--- src/gsga_pkg.sv ---
package gsga_pkg;

  localparam int MAX_COLS = 64;
  localparam int MAX_ROWS = 64;
  localparam int COL_BITS = $clog2(MAX_COLS);
  localparam int ROW_BITS = $clog2(MAX_ROWS);
  localparam int CNT_W = 7;
  localparam int GRID_DEPTH = MAX_COLS * MAX_ROWS;
  localparam int GRID_AW = COL_BITS + ROW_BITS;

  localparam int EXP_ENTRIES = 256;
  localparam int EXP_BITS = $clog2(EXP_ENTRIES);
  localparam logic [63:0] EXP_RATIO = 64'd4034748381;

  localparam int POS_W = COL_BITS + 16;
  localparam int SQ_W = 2 * POS_W;
  localparam int NUM_W = SQ_W + 5;

  // actions
  localparam logic [1:0] ACT_ADD = 2'd0;
  localparam logic [1:0] ACT_CLEAR = 2'd1;
  localparam logic [1:0] ACT_READ = 2'd2;

  // register indexes
  localparam logic [2:0] REG_COLS = 3'd0;
  localparam logic [2:0] REG_ROWS = 3'd1;
  localparam logic [2:0] REG_XSTEP = 3'd2;
  localparam logic [2:0] REG_YSTEP = 3'd3;

  // result select
  localparam logic [1:0] OUT_NONE = 2'd0;
  localparam logic [1:0] OUT_ADD = 2'd1;
  localparam logic [1:0] OUT_READ = 2'd2;
  localparam logic [1:0] OUT_ZERO = 2'd3;

  typedef logic [15:0] exp_tab_t [EXP_ENTRIES];

  // entry k is exp(-k/16) in q1.15, built by repeated multiplication in q32.32
  function automatic exp_tab_t build_exp_table();
    exp_tab_t t;
    logic [63:0] e;
    e = 64'h1_0000_0000;
    for (int k = 0; k < EXP_ENTRIES; k++) begin
      t[k] = 16'((e + 64'h1_0000) >> 17);
      e = (e * EXP_RATIO + 64'h8000_0000) >> 32;
    end
    return t;
  endfunction

  localparam exp_tab_t EXP_TABLE = build_exp_table();

  typedef struct packed {
    logic                load;
    logic                fac_start;
    logic                fac_axis;
    logic [COL_BITS-1:0] col;
    logic [ROW_BITS-1:0] row;
    logic                colfac_we;
    logic                fy_load;
    logic                mrow_load;
    logic                cell_issue;
    logic                row_set;
    logic                valid_clear;
    logic                read_issue;
    logic [1:0]          out_sel;
  } gsga_cmd_t;

  typedef struct packed {
    logic                fac_done;
    logic [COL_BITS-1:0] col_last;
    logic [ROW_BITS-1:0] row_last;
  } gsga_stat_t;

endpackage

--- src/gsga_ctrl.sv ---
module gsga_ctrl
  import gsga_pkg::*;
(
  input  logic       clk,
  input  logic       rst,
  input  logic       start,
  input  logic [1:0] action,
  input  gsga_stat_t stat,
  output gsga_cmd_t  cmd,
  output logic       busy
);

  localparam logic [3:0] S_IDLE  = 4'd0;
  localparam logic [3:0] S_COLF  = 4'd1;
  localparam logic [3:0] S_COLW  = 4'd2;
  localparam logic [3:0] S_ROWF  = 4'd3;
  localparam logic [3:0] S_ROWW  = 4'd4;
  localparam logic [3:0] S_MROW  = 4'd5;
  localparam logic [3:0] S_CELL  = 4'd6;
  localparam logic [3:0] S_DRN1  = 4'd7;
  localparam logic [3:0] S_DRN2  = 4'd8;
  localparam logic [3:0] S_DONE  = 4'd9;
  localparam logic [3:0] S_READ  = 4'd10;
  localparam logic [3:0] S_RDONE = 4'd11;

  logic [3:0]          state, state_next;
  logic [COL_BITS-1:0] col, col_next;
  logic [ROW_BITS-1:0] row, row_next;

  assign busy = (state != S_IDLE);

  always_ff @(posedge clk) begin
    if (rst) begin
      state <= S_IDLE;
      col <= '0;
      row <= '0;
    end else begin
      state <= state_next;
      col <= col_next;
      row <= row_next;
    end
  end

  always_comb begin
    state_next = state;
    col_next = col;
    row_next = row;
    cmd = '0;
    cmd.col = col;
    cmd.row = row;
    cmd.out_sel = OUT_NONE;
    unique case (state)
      S_IDLE: begin
        if (start) begin
          cmd.load = 1'b1;
          unique case (action)
            ACT_ADD: begin
              col_next = '0;
              row_next = '0;
              state_next = S_COLF;
            end
            ACT_CLEAR: begin
              cmd.valid_clear = 1'b1;
              cmd.out_sel = OUT_ZERO;
            end
            ACT_READ: state_next = S_READ;
            default: cmd.out_sel = OUT_ZERO;
          endcase
        end
      end
      S_COLF: begin
        cmd.fac_start = 1'b1;
        state_next = S_COLW;
      end
      S_COLW: begin
        if (stat.fac_done) begin
          cmd.colfac_we = 1'b1;
          if (col == stat.col_last) begin
            col_next = '0;
            state_next = S_ROWF;
          end else begin
            col_next = col + 1'b1;
            state_next = S_COLF;
          end
        end
      end
      S_ROWF: begin
        cmd.fac_start = 1'b1;
        cmd.fac_axis = 1'b1;
        state_next = S_ROWW;
      end
      S_ROWW: begin
        if (stat.fac_done) begin
          cmd.fy_load = 1'b1;
          state_next = S_MROW;
        end
      end
      S_MROW: begin
        cmd.mrow_load = 1'b1;
        state_next = S_CELL;
      end
      S_CELL: begin
        cmd.cell_issue = 1'b1;
        if (col == stat.col_last) begin
          state_next = S_DRN1;
        end else begin
          col_next = col + 1'b1;
        end
      end
      S_DRN1: state_next = S_DRN2;
      S_DRN2: begin
        cmd.row_set = 1'b1;
        col_next = '0;
        if (row == stat.row_last) begin
          state_next = S_DONE;
        end else begin
          row_next = row + 1'b1;
          state_next = S_ROWF;
        end
      end
      S_DONE: begin
        cmd.out_sel = OUT_ADD;
        state_next = S_IDLE;
      end
      S_READ: begin
        cmd.read_issue = 1'b1;
        state_next = S_RDONE;
      end
      S_RDONE: begin
        cmd.out_sel = OUT_READ;
        state_next = S_IDLE;
      end
      default: state_next = S_IDLE;
    endcase
  end

endmodule
--- config.mk ---
export PLATFORM = sky130hd
export DESIGN_NAME = gsga_ctrl
export DESIGN_NICKNAME = d
export VERILOG_FILES = /design/src/gsga_pkg.sv /design/src/gsga_ctrl.sv
export SDC_FILE = /design/constraint.sdc
export NUM_CORES = 1
export LEC_CHECK = 0
export BUFFER_PORTS_ARGS = -buffer_cell sky130_fd_sc_hd__buf_4
export CAP_MARGIN = 5
export CORE_MARGIN = 8
export CORE_UTILIZATION = 50
export CTS_BUF_LIST = sky130_fd_sc_hd__clkbuf_8 sky130_fd_sc_hd__clkbuf_16
export CTS_CLUSTER_SIZE = 25
export DETAILED_ROUTE_END_ITERATION = 16
export PLACE_DENSITY_LB_ADDON = 0.12
export SLEW_MARGIN = 20
export SYNTH_ARGS = -nofsm -noshare
export SYNTH_HDL_FRONTEND = slang
export SYNTH_SLANG_ARGS = --single-unit
--- constraint.sdc ---
create_clock -name clk -period 4 [get_ports clk]
set_input_delay 1.2 -clock clk [delete_from_list [all_inputs] [get_ports clk]]
set_output_delay 1.2 -clock clk [all_outputs]
set_load 0.05 [all_outputs]
==> metrics.txt, run 1 <==
CP Launch Point=start; Worst EP arrival=1870 ps; first-pass GRT wire length=5637 µm; Routed WL=3328 µm; die area=4386 µm²; flops & latches, synth=16; Synth top area share=25.40%; FMAX=325.4 MHz; most common cell in the netlist=nor2_1; XOR/XNOR Fraction of Synth Area=12.50%; Skew-Pair Late Insertion Delay=250 ps; Ports=43; CTS tree=yes; initial cell density of the core=51.85%; largest net degree at the start of global routing=20; CTS Buf Count=3; # DRC=0; Root Buffer=clkbuf_8; Final Cycle Share=76.83%; vias=1300; antenna violations before repair=0; final hold vios=0; Main synth FF type=dfxtp_1; total negative setup slack=0 ps; worst slew pin tran=649.4 ps; Rows=18; post-synthesis adder-cell area fraction=1.984%; slowest CP cell=buf_4; WL/cell=14.53 µm; Power Density=335.3 nW/µm²; Final ANT Viol Nets=0; HP Start=row[5]$_SDFFE_PP0P_; WP depth=6; worst relative slew slack=56.65%; GRT Total Usage=15.78%; Die Y=66.23 µm; Post-Syn Instances=160; r2r setup slk=2020 ps; crit path to=cmd[1]; diode count=0; Post-synth top cells=nor2_1, nand2_1, dfxtp_1; crit-path cells=buf_4 -> nand3_1 -> nor2_1 -> a31oi_1 -> nor2_1 -> buf_4; R2R Path End=col[3]$_SDFFE_PP0P_; WP data required=2800 ps; H-tree level count=1; Clk pin slew, worst setup/hold paths=60 ps; Hold Path Stages=2; vias per cell=5.677; Reg2Reg Depth=6; final max-slew violation count=0; Setup Fix Bufs, Post-CTS=0; mux share of post-synthesis cell area=2.480%; type of the tightest min-delay check=flop to flop; Synth cell types=54; Area contributors post-synth=dfxtp_1, xnor2_1, nor2_1; share of layout cells above drive strength 1=31.66%; Clock Sinks=16; IO buf count=42; EDFF count, synth=0; status=completed; final worst setup slack=926.6 ps; Max IR drop VDD=0.2560 mV; CP top delay family=buffers and inverters; fin crit period=3073 ps; main combinational cell family by area after synthesis=simple AND/OR/NAND/NOR gates; max cap viols=0; RSZ-0062 raised after global routing=no; Synth Area in Simple Gates=31.65%; largest stage delay on the critical path=210 ps; total congestion overflow=0; FF+latch area=320.3 µm²; die extent in x=66.23 µm; multi-input combinational cell area=867.1 µm²; sequential element share of the synthesized area=25.40%; Synth Area per Inst=7.883 µm²; Setup-failing EPs final=0; largest area contributor in the netlist=dfxtp_1; fin nets=220; pre-CTS setup slack=926.5 ps; Lkg Pwr=0.6983 nW; Synth Warn #=0; Max Buffers Root-to-Sink=2; Area growth, synth to finish=28.87%; # resized after CTS=0; Crit. End Element=primary output; post-synthesis compound-gate area fraction=20.14%; fill count=211; routability cong.=0.8637; clock skew=1.546 ps; post-synthesis async set-or-reset flop share=0%; reg2reg start=state[2]$_SDFFE_PP0P_; CP Class=input port to primary output; critical path launch point type=input port; syn_nets=180; Iteration-0 DRC Markers=90; Detailed Routing Iterations Pass 1=4; post-detail-place hpwl=2593 µm; post-synthesis cell area=1261 µm²; number of global-route vias before repair=1292; CP max FO=5; core area=2432 µm²; WP buf/inv=2; hold_buf cts=0
cell usage in the layout, fill, tap and decap left out, types with 2 or more instances in the layout:
| cell type | n |
|---|---|
| a31oi_1 | 2 |
| o21ai_0 | 5 |
| nand3_1 | 4 |
| nand4_1 | 4 |
| a21oi_1 | 6 |
| ha_1 | 2 |
| clkbuf_8 | 4 |
| nor2_2 | 2 |
| a2111oi_2 | 2 |
| nor3_1 | 6 |
| mux2i_1 | 2 |
| nand2_1 | 17 |
| xnor2_1 | 14 |
| inv_1 | 5 |
| nor2_1 | 20 |
| nand2b_1 | 2 |
| a21boi_0 | 2 |
| o21ai_1 | 4 |
| xor2_1 | 4 |
| inv_2 | 2 |
| dfxtp_1 | 16 |
| a22oi_1 | 2 |
| buf_4 | 42 |
how the worst min path moves through the flow:
stage / to / slack, ps
floorplan: state[1]$_SDFFE_PP0P_ / 640
global placement: row[5]$_SDFFE_PP0P_ / 490
detailed placement: row[5]$_SDFFE_PP0P_ / 520
CTS: row[5]$_SDFFE_PP0P_ / 530
global route: row[4]$_SDFFE_PP0P_ / 560
finish: row[5]$_SDFFE_PP0P_ / 530
worst register-to-register path, stage by stage (launching register included):
cell	delay [ps]
dfxtp_1	640
nor2_1	100
o21ai_1	230
nand4b_4	200
a2111oi_2	470
xnor2_1	170
nor2_1	50
registers in the layout (all words and copies together), names as in the netlist:
register / cells
state: 4
row: 6
col: 6
cells by family (layout without fill, tap and decap cells):
logic type	after synthesis	count (layout)
xor gates and xnor gates	18	18
and+or+nand+nor	71	71
buffers and inverters	15	54
muxes	3	3
adders and majority gates	2	2
DFF	16	16
AOI/OAI and AO/OA	35	35
power by group:
| group | internal, mW | switching, mW |
|---|---|---|
| clock network | 0.0875 | 0.0588 |
| registers | 0.166 | 0.0217 |
| logic | 0.0777 | 0.133 |
| total | 0.331 | 0.214 |
through the flow:
stage | util, % | power, mW | cell area, µm² | hold WS, ps | std cells
3_5_place_dp | 64.56 | 0.4015 | 1570 | 515.8 | 225
4_1_cts | 66.82 | 0.5507 | 1625 | 525.6 | 229
6_report | 66.82 | 0.5449 | 1625 | 527.7 | 229
2_1_floorplan | - | 0.3443 | 1261 | 636.5 | 160
3_3_place_gp | 64.56 | 0.3979 | 1570 | 493.3 | 225
5_1_grt | 66.82 | 0.5764 | 1625 | 562.8 | 229
final cells by class:
type,instances,share of cell area [%]
multi-input cells,129,53.35
clock buffers,4,3.387
inverters,8,1.848
repair buffers,42,19.40
flip-flops and latches,16,19.71
well taps,30,2.309
routing by layer:
metal / GRT usage (%) / routed length [µm] / vias up / part of all wire (%)
li1: - / - / 643 / -
met1: 18.39 / 1462 / 599 / 44
met2: 25.33 / 1526 / 51 / 46
met3: 5.254 / 278 / 7 / 8.4
met4: 7.467 / 61 / 0 / 1.8
met5: 0 / 0 / - / 0
Note: power is estimated with default switching activity, not from simulation.
==> run 2, diff against run 1 <==
--- a/config.mk
+++ b/config.mk
@@ -8,7 +8,7 @@
 export BUFFER_PORTS_ARGS = -buffer_cell sky130_fd_sc_hd__buf_4
 export CAP_MARGIN = 5
 export CORE_MARGIN = 8
-export CORE_UTILIZATION = 50
+export CORE_UTILIZATION = 45
 export CTS_BUF_LIST = sky130_fd_sc_hd__clkbuf_8 sky130_fd_sc_hd__clkbuf_16
 export CTS_CLUSTER_SIZE = 25
 export DETAILED_ROUTE_END_ITERATION = 16
==> constraint.sdc (replaced) <==
create_clock -name clk -period 2.5 [get_ports clk]
set_input_delay 0.75 -clock clk [delete_from_list [all_inputs] [get_ports clk]]
set_output_delay 0.75 -clock clk [all_outputs]
set_load 0.05 [all_outputs]
==> run 2 against run 1 <==
Clock-buffer cell count is the same. Clock skew grew 2.2 ps. Sequential share of layout area shrank 0.31 points. Combinational power grew 69%. Clock power grew 58%. Setup slack lost 730 ps. Non-clock buffer count grew 2. Power grew 61%. Via count is the same.
==> metrics.txt, run 2 (synthesis gave the netlist of run 1 again) <==
status=completed (unchanged); Detailed Routing Iterations Pass 1=4 (unchanged); # DRC=0 (unchanged); reg2reg start=state[1]$_SDFFE_PP0P_ (was state[2]$_SDFFE_PP0P_); Rows=19 (was 18); Ports=43 (unchanged); slowest CP cell=dfxtp_1 (was buf_4); post-detail-place hpwl=2826 µm (was 2593 µm); GRT Total Usage=15.53% (was 15.78%); initial cell density of the core=46.54% (was 51.85%); share of layout cells above drive strength 1=33.33% (was 31.66%); vias per cell=5.603 (was 5.677); fin nets=222 (was 220); routability cong.=0.9128 (was 0.8637); Final ANT Viol Nets=0 (unchanged); antenna violations before repair=0 (unchanged); HP Start=row[5]$_SDFFE_PP0P_ (unchanged); fill count=250 (was 211); Lkg Pwr=0.7112 nW (was 0.6983 nW); RSZ-0062 raised after global routing=no (unchanged); final max-slew violation count=0 (unchanged); worst relative slew slack=66.50% (was 56.65%); fin crit period=2306 ps; WP data required=1750 ps (was 2800 ps); type of the tightest min-delay check=flop to flop (unchanged); Crit. End Element=primary output (unchanged); max cap viols=0 (unchanged); Clk pin slew, worst setup/hold paths=70 ps (was 60 ps); Die Y=68.94 µm (was 66.23 µm); Routed WL=3444 µm (was 3328 µm); Skew-Pair Late Insertion Delay=250 ps (about the same); Iteration-0 DRC Markers=96 (was 90); crit-path cells=nor2_2 -> nand3_1 -> nor3_2 -> buf_4 (was buf_4 -> nand3_1 -> nor2_1 -> a31oi_1 -> nor2_1 -> buf_4); multi-input combinational cell area=877.1 µm² (was 867.1 µm²); CP max FO=13 (was 5); commonest non-fill, non-tap cell in the layout=buf_4 (unchanged); Max IR drop VDD=0.3523 mV (was 0.2560 mV); critical path launch point type=flop (was input port); Setup Fix Bufs, Post-CTS=0 (unchanged); Worst EP arrival=1560 ps (was 1870 ps); CP Class=flop to primary output (was input port to primary output); first-pass GRT wire length=5816 µm (was 5637 µm); total negative setup slack=0 ps (unchanged); core area=2710 µm² (was 2432 µm²); Power Density=532.2 nW/µm² (was 335.3 nW/µm²); Setup-failing EPs final=0 (unchanged); hold slack=521.3 ps (was 527.7 ps); Max Buffers Root-to-Sink=2 (unchanged); clock skew=3.753 ps (was 1.546 ps); FMAX=433.7 MHz; most frequent cells in the layout=buf_4, nor2_1, nand2_1, dfxtp_1, xnor2_1 (unchanged); die extent in x=68.94 µm (was 66.23 µm); CTS tree=yes (unchanged); # resized after CTS=0 (unchanged); H-tree level count=1 (unchanged); Root Buffer=clkbuf_8 (unchanged); die area=4753 µm² (was 4386 µm²); Clock Sinks=16 (unchanged); Final Cycle Share=92.24%; vias=1300 (unchanged); diode count=0 (unchanged); FF+latch area=320.3 µm² (unchanged); Area growth, synth to finish=30.95% (was 28.87%); largest net degree at the start of global routing=14 (was 20); number of global-route vias before repair=1308 (was 1292); hold_buf cts=0 (unchanged); r2r setup slk=570 ps (was 2020 ps); biggest regs=col: 6 flops, row: 6 flops, state: 4 flops (unchanged); largest stage delay on the critical path=450 ps (was 210 ps); IO buf count=42 (unchanged); CP Launch Point=state[1]$_SDFFE_PP0P_ (was start); total congestion overflow=0 (unchanged); WL/cell=14.84 µm (was 14.53 µm); CP top delay family=simple AND/OR/NAND/NOR gates (was buffers and inverters); final hold vios=0 (unchanged); worst slew pin tran=501.8 ps (was 649.4 ps); WP buf/inv=1 (was 2); CTS Buf Count=3 (unchanged)
==> run 2: changes by cell type in the layout (fill, tap and decap cells not counted), sizes merged <==
cell / previous run / this run
buf: 42 / 44
==> run 2: layout make-up <==
| cell class | count | share of cell area, % |
|---|---|---|
| Clock buffer | 4 | 3.333 |
| Inverter | 8 | 1.818 |
| Multi-Input combinational cell | 129 | 53.11 |
| Sequential cell | 16 | 19.39 |
| Tap cell | 31 | 2.348 |
| Timing Repair Buffer | 44 | 20.00 |
==> run 2: worst min-delay path, stage by stage (launching register included) <==
cell and delay, ps:
dfxtp_1 340, o21ai_0 80, a21oi_1 60
==> run 2: where the power goes <==
part	leakage (nW)	internal, mW	total, mW	switching (mW)
clock	0.0288	0.140	0.230	0.0906
sequential	0.129	0.266	0.292	0.0265
combinational	0.553	0.130	0.356	0.226
total	0.711	0.535	0.879	0.343
==> run 2: final timing paths <==
| path | to | depth (start not counted) |
|---|---|---|
| worst min-delay path | row[5]$_SDFFE_PP0P_ | 2 |
| worst max register to register | row[5]$_SDFFE_PP0P_ | 6 |
| worst min register to register | row[5]$_SDFFE_PP0P_ | 2 |
| worst max-delay path | cmd[3] | 4 |
==> run 2: routing by layer <==
metal  vias up  track usage [%]  share of wire (%)
li1        653                -                  -
met1       596            18.69                 44
met2        43            26.58                 47
met3         8            2.262                7.2
met4         0            7.018                2.1
met5         -                0                  0
==> run 2: through the flow <==
| step | std cells | worst slack, ps | power [mW] | utilization, % | area (µm²) |
|---|---|---|---|---|---|
| 2_1_floorplan | 160 | 135.1 | 0.5535 | - | 1271 |
| 3_3_place_gp | 228 | 332.3 | 0.6470 | 58.91 | 1597 |
| 3_5_place_dp | 228 | 321.9 | 0.6545 | 58.91 | 1597 |
| 4_1_cts | 232 | 196.8 | 0.8835 | 60.94 | 1652 |
| 5_1_grt | 232 | 71.60 | 0.9252 | 60.94 | 1652 |
| 6_report | 232 | 194.1 | 0.8789 | 60.94 | 1652 |
==> run 3, diff against run 2 <==
==> constraint.sdc (replaced) <==
create_clock -name clk -period 2.5 [get_ports clk]
set_input_delay 0.25 -clock clk [delete_from_list [all_inputs] [get_ports clk]]
set_output_delay 0.25 -clock clk [all_outputs]
set_load 0.05 [all_outputs]
==> run 3 against run 2 <==
Register-to-register slack barely moved. Largest cell class unchanged. Power fell by 5.9%. First-iteration DRC count rose by 63%. Sequential power rose by 3%. Clock-buffer cell count fell by 1. Largest power group unchanged. Critical endpoint is now cmd[1].
==> metrics.txt, run 3 (synthesis gave the netlist of run 1 again) <==
Area growth, synth to finish=27.88% (was 30.95%); multi-input combinational cell area=867.1 µm² (was 877.1 µm²); Lkg Pwr=0.6911 nW (was 0.7112 nW); pre-CTS setup slack=590.8 ps (was 321.9 ps); WL met3=240 µm (was 247 µm); Sw Pwr=330.3 µW (was 343.5 µW); Crit. End Element=primary output (unchanged); post-detail-place hpwl=2735 µm (was 2826 µm); WL/cell=14.98 µm (was 14.84 µm); final hold vios=0 (unchanged); final max-slew violation count=0 (unchanged); IO buf count=42 (unchanged); Final ANT Viol Nets=0 (unchanged); worst relative slew slack=53.97% (was 66.50%); worst slew pin tran=689.4 ps (was 501.8 ps); core area=2710 µm² (unchanged); final worst setup slack=543.9 ps (was 194.1 ps); hold slack=229.3 ps (was 521.3 ps); share of total power in sequential cells=36.5% (was 33.3%); status=completed (unchanged); Max IR drop VDD=0.3213 mV (was 0.3523 mV); fill count=281 (was 250); hold_buf cts=0 (unchanged); CP Class=flop to primary output (unchanged); routability cong.=0.8479 (was 0.9128); H-tree level count=1 (unchanged); Rows=19 (unchanged); diode count=0 (unchanged); clock skew=1.171 ps (was 3.753 ps); Final Cycle Share=78.24% (was 92.24%); fin nets=220 (was 222); Power Density=512.9 nW/µm² (was 532.2 nW/µm²); fin crit period=1956 ps (was 2306 ps); vias=1273 (was 1300); Iteration-0 DRC Markers=156 (was 96); initial cell density of the core=46.54% (unchanged); detailed-routing wirelength on met1=1604 µm (was 1507 µm); critical path launch point type=flop (unchanged); Comb power frac=40.5% (about the same); total congestion overflow=0 (unchanged); # DRC=0 (unchanged); RSZ-0062 raised after global routing=no (unchanged); max cap viols=0 (unchanged); Ports=43 (unchanged); Root Buffer=clkbuf_8 (unchanged); largest net degree at the start of global routing=20 (was 14); sw frac=39.93% (was 39.08%); most frequent cells in the layout=buf_4, nor2_1, nand2_1, dfxtp_1, xnor2_1 (unchanged); CTS tree=yes (unchanged); CP max FO=19 (was 13); CTS Buf Count=3 (unchanged); Max Buffers Root-to-Sink=2 (unchanged); FMAX=511.2 MHz (was 433.7 MHz); # resized after CTS=0 (unchanged); Post-DP Area=1572 µm² (was 1597 µm²); Clock Sinks=16 (unchanged); Clk pin slew, worst setup/hold paths=60 ps (was 70 ps); antenna violations before repair=0 (unchanged); first-pass GRT wire length=5816 µm (unchanged); share of layout cells above drive strength 1=31.31% (was 33.33%); number of global-route vias before repair=1281 (was 1308); die extent in x=68.94 µm (unchanged); vias per cell=5.559 (was 5.603); die area=4753 µm² (unchanged); wire length on met2=1552 µm (was 1616 µm); Skew-Pair Late Insertion Delay=240 ps (was 250 ps); biggest regs=col: 6 flops, row: 6 flops, state: 4 flops (unchanged); uppermost layer routed=met4 (unchanged); Worst EP arrival=1710 ps (was 1560 ps); total negative setup slack=0 ps (unchanged); Detailed Routing Iterations Pass 1=4 (unchanged); Setup Fix Bufs, Post-CTS=0 (unchanged); WP data required=2250 ps (was 1750 ps); Setup-failing EPs final=0 (unchanged); Die Y=68.94 µm (unchanged); FF+latch area=320.3 µm² (unchanged); P_int=496.9 µW (was 535.4 µW); GRT Total Usage=15.46% (was 15.53%); Clk pwr share=23.0% (was 26.2%); commonest non-fill, non-tap cell in the layout=buf_4 (unchanged); type of the tightest min-delay check=input port to flop (was flop to flop); final core area utilization=59.51% (was 60.94%); Routed WL=3430 µm (was 3444 µm); design area=1613 µm² (was 1652 µm²)
==> run 3: cell count changes in the layout (fill, tap and decap cells not counted) <==
cell / previous run / this run
nor3b_1: 0 / 1
nor3_2: 2 / 1
clkbuf_8: 4 / 3
a21boi_0: 1 / 2
buf_4: 44 / 42
nor3_1: 5 / 6
a21boi_1: 1 / 0
nor3b_2: 2 / 1
==> run 3: power by group through the flow <==
stage | clock, mW | combinational [mW] | sequential, mW
2_1_floorplan | 0 | 0.257 | 0.294
3_3_place_gp | 0 | 0.332 | 0.305
3_5_place_dp | 0 | 0.336 | 0.306
4_1_cts | 0.196 | 0.337 | 0.301
5_1_grt | 0.214 | 0.363 | 0.305
6_report | 0.190 | 0.335 | 0.302
==> run 3: final timing paths <==
| kind | depth (start not counted) | slack (ps) | endpoint | startpoint |
|---|---|---|---|---|
| max reg2reg | 5 | 570 | col[0]$_SDFFE_PP0P_ | state[3]$_SDFFE_PP0P_ |
| min reg2reg | 2 | 530 | row[4]$_SDFFE_PP0P_ | row[4]$_SDFFE_PP0P_ |
| min | 2 | 230 | state[2]$_SDFFE_PP0P_ | rst |
| max | 6 | 540 | cmd[1] | state[3]$_SDFFE_PP0P_ |
==> run 3: final cells by class <==
cell class / count / share of cell area [%]
multi-input cells: 129 / 53.76
flip-flops and latches: 16 / 19.86
repair buffers: 42 / 19.55
clock buffers: 3 / 2.560
well taps: 31 / 2.405
inverters: 8 / 1.862
==> run 3: routing by layer <==
metal  up-vias  GRT usage [%]
li1        647              -
met1       589          19.31
met2        33          25.78
met3         4          3.554
met4         0          4.511
met5         -              0
==> run 3: worst max-delay path: stages, from the launching register on <==
cell and delay [ps]:
dfxtp_1 760, nor2_4 100, nand3_1 140, nor2_1 50
a31oi_1 150, nor2_1 50, buf_4 210
==> run 3: per-stage QoR <==
step	power, mW	instances
after floorplan	0.5509	160
after global placement	0.6370	226
after detailed placement	0.6418	226
after CTS	0.8338	229
after global routing	0.8821	229
final	0.8273	229
